$ cat config.mk
export PLATFORM = sky130hd
export DESIGN_NAME = shs_round
export DESIGN_NICKNAME = d
export VERILOG_FILES = /design/src/rtl/shs_pkg.sv /design/src/rtl/shs_round.sv
export SDC_FILE = /design/constraint.sdc
export NUM_CORES = 2
export LEC_CHECK = 0
export CORE_MARGIN = 8
export CORE_UTILIZATION = 40
export CTS_BUF_LIST = sky130_fd_sc_hd__clkbuf_8
export CTS_CLUSTER_SIZE = 40
export DETAILED_ROUTE_END_ITERATION = 8
export DONT_BUFFER_PORTS = 1
export PLACE_DENSITY_LB_ADDON = 0.15
export SLEW_MARGIN = 10
export SYNTH_ARGS = -nofsm -noshare
export SYNTH_HDL_FRONTEND = slang
export SYNTH_SLANG_ARGS = --single-unit
$ cat constraint.sdc
create_clock -name clk -period 24.1 [get_ports clk]
set_clock_uncertainty 0.05 [all_clocks]
set_input_delay 3.615 -clock clk [delete_from_list [all_inputs] [get_ports clk]]
set_output_delay 3.615 -clock clk [all_outputs]
set_load 0.005 [all_outputs]
$ cat src/rtl/shs_pkg.sv
// ----------------------------------------------------------------------------
// shs_pkg
// Types, beat formats and constant tables shared by the SHA-256 stream hasher.
// ----------------------------------------------------------------------------
`default_nettype none

package shs_pkg;

    localparam int WORD_W = 32;
    localparam int BLOCK_WORDS = 16;
    localparam int HASH_WORDS = 8;
    localparam int ROUNDS = 64;

    localparam logic [6:0] BLOCK_BYTES = 7'd64;
    localparam logic [5:0] LEN_POS = 6'd56;
    localparam logic [5:0] LAST_ROUND = 6'd63;
    localparam logic [7:0] PAD_BYTE = 8'h80;
    localparam logic [2:0] MAX_BEAT_BYTES = 3'd4;
    localparam logic [2:0] LAST_DIGEST_IDX = 3'd7;

    typedef enum logic [2:0] {
        ST_IDLE,
        ST_PACK,
        ST_PAD,
        ST_COMP,
        ST_OUT
    } shs_state_t;

    typedef struct packed {
        logic [31:0] data_word;
        logic [2:0]  valid_bytes;
        logic        last_word;
    } shs_msg_t;

    typedef struct packed {
        logic [31:0] digest_word;
        logic [2:0]  word_index;
        logic        digest_done;
    } shs_dig_t;

    typedef struct packed {
        logic start;
        logic reinit;
    } shs_rnd_ctrl_t;

    typedef logic [BLOCK_WORDS-1:0][WORD_W-1:0] shs_block_t;
    typedef logic [HASH_WORDS-1:0][WORD_W-1:0] shs_digest_t;

    localparam logic [31:0] INIT_HASH [HASH_WORDS] = '{
        32'h6a09e667, 32'hbb67ae85, 32'h3c6ef372, 32'ha54ff53a,
        32'h510e527f, 32'h9b05688c, 32'h1f83d9ab, 32'h5be0cd19
    };

    localparam logic [31:0] ROUND_K [ROUNDS] = '{
        32'h428a2f98, 32'h71374491, 32'hb5c0fbcf, 32'he9b5dba5,
        32'h3956c25b, 32'h59f111f1, 32'h923f82a4, 32'hab1c5ed5,
        32'hd807aa98, 32'h12835b01, 32'h243185be, 32'h550c7dc3,
        32'h72be5d74, 32'h80deb1fe, 32'h9bdc06a7, 32'hc19bf174,
        32'he49b69c1, 32'hefbe4786, 32'h0fc19dc6, 32'h240ca1cc,
        32'h2de92c6f, 32'h4a7484aa, 32'h5cb0a9dc, 32'h76f988da,
        32'h983e5152, 32'ha831c66d, 32'hb00327c8, 32'hbf597fc7,
        32'hc6e00bf3, 32'hd5a79147, 32'h06ca6351, 32'h14292967,
        32'h27b70a85, 32'h2e1b2138, 32'h4d2c6dfc, 32'h53380d13,
        32'h650a7354, 32'h766a0abb, 32'h81c2c92e, 32'h92722c85,
        32'ha2bfe8a1, 32'ha81a664b, 32'hc24b8b70, 32'hc76c51a3,
        32'hd192e819, 32'hd6990624, 32'hf40e3585, 32'h106aa070,
        32'h19a4c116, 32'h1e376c08, 32'h2748774c, 32'h34b0bcb5,
        32'h391c0cb3, 32'h4ed8aa4a, 32'h5b9cca4f, 32'h682e6ff3,
        32'h748f82ee, 32'h78a5636f, 32'h84c87814, 32'h8cc70208,
        32'h90befffa, 32'ha4506ceb, 32'hbef9a3f7, 32'hc67178f2
    };

endpackage

`default_nettype wire

$ cat src/rtl/shs_round.sv
// ----------------------------------------------------------------------------
// shs_round
// SHA-256 compression unit: one round per cycle, then a final hash add.
// ----------------------------------------------------------------------------
`default_nettype none

module shs_round
    import shs_pkg::*;
(
    input  wire logic          clk,
    input  wire logic          rst_n,
    input  wire shs_rnd_ctrl_t ctrl,
    input  wire shs_block_t    blk,
    output logic               done,
    output shs_digest_t        hash
);

    logic [31:0] win_reg [BLOCK_WORDS];
    logic [31:0] wv_reg [HASH_WORDS];
    logic [31:0] hash_reg [HASH_WORDS];
    logic [5:0]  cnt_reg;
    logic        busy_reg;
    logic        add_reg;

    logic [31:0] w_new;
    logic [31:0] t1;
    logic [31:0] t2;
    logic [31:0] k_cur;

    function automatic logic [31:0] rotr(input logic [31:0] x, input int n);
        rotr = (x >> n) | (x << (32 - n));
    endfunction

    always_comb
    begin
        k_cur = ROUND_K[cnt_reg];
        // window holds W[t..t+15], so W[t+16] comes from fixed taps
        w_new = (rotr(win_reg[14], 17) ^ rotr(win_reg[14], 19) ^ (win_reg[14] >> 10))
              + win_reg[9]
              + (rotr(win_reg[1], 7) ^ rotr(win_reg[1], 18) ^ (win_reg[1] >> 3))
              + win_reg[0];
        t1 = wv_reg[7]
           + (rotr(wv_reg[4], 6) ^ rotr(wv_reg[4], 11) ^ rotr(wv_reg[4], 25))
           + ((wv_reg[4] & wv_reg[5]) ^ (~wv_reg[4] & wv_reg[6]))
           + k_cur + win_reg[0];
        t2 = (rotr(wv_reg[0], 2) ^ rotr(wv_reg[0], 13) ^ rotr(wv_reg[0], 22))
           + ((wv_reg[0] & wv_reg[1]) ^ (wv_reg[0] & wv_reg[2]) ^ (wv_reg[1] & wv_reg[2]));
    end

    always_ff @(posedge clk)
    begin
        if (ctrl.start)
        begin
            for (int i = 0; i < BLOCK_WORDS; i++)
            begin
                win_reg[i] <= blk[i];
            end
            for (int i = 0; i < HASH_WORDS; i++)
            begin
                wv_reg[i] <= hash_reg[i];
            end
        end
        else if (busy_reg)
        begin
            for (int i = 0; i < BLOCK_WORDS - 1; i++)
            begin
                win_reg[i] <= win_reg[i+1];
            end
            win_reg[BLOCK_WORDS-1] <= w_new;
            wv_reg[7] <= wv_reg[6];
            wv_reg[6] <= wv_reg[5];
            wv_reg[5] <= wv_reg[4];
            wv_reg[4] <= wv_reg[3] + t1;
            wv_reg[3] <= wv_reg[2];
            wv_reg[2] <= wv_reg[1];
            wv_reg[1] <= wv_reg[0];
            wv_reg[0] <= t1 + t2;
        end
    end

    always_ff @(posedge clk or negedge rst_n)
    begin
        if (!rst_n)
        begin
            cnt_reg  <= '0;
            busy_reg <= 1'b0;
            add_reg  <= 1'b0;
            for (int i = 0; i < HASH_WORDS; i++)
            begin
                hash_reg[i] <= INIT_HASH[i];
            end
        end
        else
        begin
            if (ctrl.start)
            begin
                busy_reg <= 1'b1;
                cnt_reg  <= '0;
            end
            else if (busy_reg)
            begin
                cnt_reg <= cnt_reg + 6'd1;
                if (cnt_reg == LAST_ROUND)
                begin
                    busy_reg <= 1'b0;
                    add_reg  <= 1'b1;
                end
            end
            else if (add_reg)
            begin
                add_reg <= 1'b0;
            end

            if (ctrl.reinit)
            begin
                for (int i = 0; i < HASH_WORDS; i++)
                begin
                    hash_reg[i] <= INIT_HASH[i];
                end
            end
            else if (add_reg)
            begin
                for (int i = 0; i < HASH_WORDS; i++)
                begin
                    hash_reg[i] <= hash_reg[i] + wv_reg[i];
                end
            end
        end
    end

    assign done = add_reg;

    always_comb
    begin
        for (int i = 0; i < HASH_WORDS; i++)
        begin
            hash[i] = hash_reg[i];
        end
    end

endmodule

`default_nettype wire

==> results.txt <==
----------------------------------------------------
[Clock tree]
  TritonCTS clock tree ... yes
  Clock-pin slew on the worst setup and hold paths ... 0.06 ns
  Number of gates given a new drive strength after cts ... 0
  Number of buffers added by the clock tree synthesis step ... 192
  Clock insertion delay at the later pin of the skew report ... 1.00 ns
  Number of setup buffers added after CTS ... 0
  Root Driver ... clkbuf_8
  Number of H-tree branching levels ... 4
  CTS Hold Bufs ... 0
  Max Root-Sink Buffers ... 3
  Sinks on Clock Net ... 1032

[Global routing]
  Vias in the first global route ... 53490
  Overall routing resource usage ... 29.23%
  Met1 usage ... 36.46%
  Global-route wire length before repair ... 398600 um
  Overflow left after global routing ... 0
  Most congested layer reported by global routing ... met2
  Largest net degree at the start of global routing ... 265
  Met3 usage ... 7.963%
  Number of antenna violations at the first check in global routing ... 67
  Routing usage on met2 ... 48.41%

[Floorplanning]
  Floorplan Core Area ... 0.1736 mm^2
  Io pins ... 773
  Die extent in x ... 433.8 um
  Core Rows ... 153
  Die Ht ... 433.8 um
  DIE AREA ... 0.1882 mm^2
  Effective utilization at floorplan ... 40.22%

[Synthesis]
  Synth Area in XOR/XNOR ... 7.207%
  Share of synthesized cell area in full adder, half adder and majority cells ... 12.69%
  Number of instances in the synthesized netlist ... 7348
  Syn_nets ... 8453
  Synth Cell Area ... 0.06983 mm^2
  Main combinational cell family by area after synthesis ... simple AND/OR/NAND/NOR gates
  Post-synth EDFFs ... 768
  Proportion of synthesized area in mux cells ... 4.627%
  Number of storage elements in the synthesis netlist ... 1032
  Number of unique standard cell types used by synthesis ... 87
  Post-synthesis share of cell area spent on and, or, nand and nor gates ... 15.88%
  Average instance area after synthesis ... 9.503 um^2
  Share of the synthesized area in compound gates (AO/OA/AOI/OAI) ... 13.29%
  Async set-reset flop share out of synthesis ... 25.58%
  Count of synthesis-stage warnings from yosys ... 0
  Leading register cell type out of synthesis ... edfxtp_1
  Sequential element share of the synthesized area ... 42.73%

[Worst hold path]
  Hold wc startpoint ... win_reg[0][132]
  Type of the worst min-delay path ... flop to flop
  Number of cells traversed by the worst hold path ... 2
  Endpoint with the worst hold slack ... win_reg[0][100]

[STA]
  Total negative slack for setup checks ... 0 ns
  Measured slew at the worst slew-check pin ... 1.208 ns
  Highest clock frequency the design can meet ... 95.94 MHz
  Number of endpoints with negative hold slack in the final report ... 0
  Final setup viols ... 0
  Worst slew margin relative to its limit ... 19.44%
  Final period util ... 43.25%
  Final Max Tran Viols ... 0
  Setup repair after global routing missed its margin ... no
  Final worst path period need ... 10.42 ns

[Placed design]
  Count of input and output buffers ... 0
  Final GP Congestion ... 0.9546
  Area post-placement ... 0.07188 mm^2
  HPWL Detailed ... 221000 um

[Detailed routing]
  Overall routed net length ... 285100 um
  Per-cell via count in the routed design ... 5.617
  Routed via count ... 54800
  Initial DRT Pass Iterations ... 6
  Wirelength per Cell ... 29.22 um
  Antenna Nets Post-Route ... 0
  Post-route DRC ... 0
  Iter 0 DRT Violations ... 4788

[Layout]
  Number of flip-flops under the largest register name ... 512
  Layout cells sized above 1 ... 9.330%
  Post-layout instance area ... 0.07578 mm^2
  Layout Nets ... 8341
  Total of fill cells in the finished design ... 17130
  Relative area change from synthesis to final layout ... 8.524%

[Worst setup path]
  Crit end category ... flop
  RR Startpoint ... cnt_reg[0]
  Category of the critical setup timing path ... flop to flop
  Number of cell instances on the worst register-to-register path ... 38
  R2r setup slk ... 13.68 ns
  Peak per-stage delay on the critical path ... 0.85 ns
  R2r endpoint ... wv_reg[0][31]
  Master of the slowest instance on the critical path ... dfrtp_1
  Cell with the most instances on the worst path ... fa_1
  Crit path launch type ... flop
  Signal arrival time at the worst endpoint ... 11.20 ns
  WP data required ... 24.88 ns
  Maximum net fanout on the critical path ... 20

[Run]
  Max-capacitance violation count ... 0

[Outcome]
  Outcome ... finished, final reports clean

----------------------------------------------------
## worst max path at each step
stage	start	endpoint	slack [ns]	depth (start not counted)
6_report	cnt_reg[0]	wv_reg[0][31]	13.68	38
5_1_grt	cnt_reg[0]	wv_reg[0][31]	12.90	38
4_1_cts	cnt_reg[0]	wv_reg[0][31]	13.83	38
3_5_place_dp	cnt_reg[0]	wv_reg[0][31]	13.83	38
3_3_place_gp	cnt_reg[0]	wv_reg[0][31]	13.86	38
2_1_floorplan	ctrl[1]	win_reg[0][0]	10.01	3
## layer usage
layer / share of wire (%) / up-vias / routed length, um
met3: 8.0 / 519 / 22730
met5: 0.13 / - / 361
met4: 4.4 / 56 / 12450
met2: 47 / 2086 / 134400
met1: 40 / 26850 / 115100
li1: - / 25290 / -
## synth_stat cells, types with 15 or more instances
cell	count	area share, %
a311oi_1	18	0.23
a211oi_1	44	0.47
or2_2	18	0.16
edfxtp_1	768	33
a21o_1	224	2.4
clkbuf_1	328	1.8
o21a_1	43	0.46
dfrtp_1	128	4.6
o22ai_1	15	0.13
a21oi_1	381	2.7
buf_1	32	0.17
o211ai_1	27	0.29
a211o_1	18	0.23
a21boi_0	18	0.19
nand4_1	32	0.29
o21ai_0	451	3.2
nand2_1	1913	10
nor2b_1	44	0.39
mux2_2	192	3.1
nor3_1	69	0.49
a31oi_1	44	0.39
and3_1	43	0.39
xor2_1	162	2.0
dfstp_2	136	5.1
nand3_1	79	0.57
o21bai_1	49	0.53
nand2b_1	57	0.51
inv_1	305	1.6
xnor2_1	410	5.1
nor2_1	364	2.0
fa_1	195	5.6
or3_1	31	0.28
mux2i_1	100	1.4
o31ai_1	31	0.33
ha_1	394	7.1
## cell type report
class | instances | area [um^2] | share of cell area [%]
clock inverters | 152 | 910.9 | 1.202
clock buffers | 212 | 2918 | 3.850
multi-input cells | 5651 | 37510 | 49.50
flip-flops and latches | 1032 | 29850 | 39.39
diodes | 26 | 65.06 | 0.08586
well taps | 2325 | 2909 | 3.839
repair buffers | 54 | 467.9 | 0.6175
inverters | 305 | 1151 | 1.519
## placed cells by master (no fill, tap or decap), types with 26 or more instances in the layout
| master | Yosys | layout |
|---|---|---|
| mux2i_1 | 100 | 100 |
| a21oi_1 | 381 | 381 |
| nand2_1 | 1913 | 1913 |
| a21o_1 | 224 | 224 |
| xnor2_1 | 410 | 410 |
| buf_4 | 0 | 49 |
| nor2_1 | 364 | 364 |
| nand3_1 | 79 | 79 |
| dfrtp_1 | 128 | 125 |
| nor3_1 | 69 | 69 |
| nand4_1 | 32 | 32 |
| o21ai_0 | 451 | 451 |
| inv_1 | 305 | 367 |
| nor2b_1 | 44 | 43 |
| clkbuf_8 | 0 | 212 |
| o21bai_1 | 49 | 49 |
| xor2_1 | 162 | 162 |
| clkinv_1 | 0 | 45 |
| dfstp_2 | 136 | 136 |
| diode_2 | 0 | 26 |
| a211oi_1 | 44 | 44 |
| edfxtp_1 | 768 | 768 |
| or3_1 | 31 | 31 |
| and3_1 | 43 | 43 |
| mux2_2 | 192 | 192 |
| a31oi_1 | 44 | 44 |
| ha_1 | 394 | 394 |
| o211ai_1 | 27 | 27 |
| o21a_1 | 43 | 43 |
| nand2b_1 | 57 | 56 |
| o31ai_1 | 31 | 31 |
| fa_1 | 195 | 195 |
## worst max-delay path, delay by kind of cell (launching register included)
| kind | cells | cell delay, ns |
|---|---|---|
| flops | 1 | 0.85 |
| compound gates | 15 | 3.49 |
| simple gates | 9 | 1.32 |
| fa+ha+maj | 8 | 3.59 |
| buf+inv | 4 | 0.56 |
| xor+xnor | 2 | 0.41 |
## metrics by stage
stage	setup WS [ns]	hold WS (ns)	util, %	instances
floorplan	10.01	0.4336	-	7348
global placement	13.86	0.4369	41.40	9367
detailed placement	13.83	0.4406	41.40	9367
CTS	13.83	0.4520	43.61	9731
global route	12.90	0.4718	43.61	9737
finish	13.68	0.4534	43.64	9757
## cells by family (layout without fill, tap and decap cells)
logic type / count (synthesis) / in the layout
and+or+nand+nor: 2703 / 2703
AOI/OAI and AO/OA: 1488 / 1488
DFF: 1032 / 1032
buffers and inverters: 665 / 723
adders and majority gates: 592 / 592
xor gates and xnor gates: 573 / 573
muxes: 295 / 295
other: 0 / 26
Power is left out: the tool's default activity adds up to more than one toggle a clock period on the data nets, which glitch-free logic cannot reach.
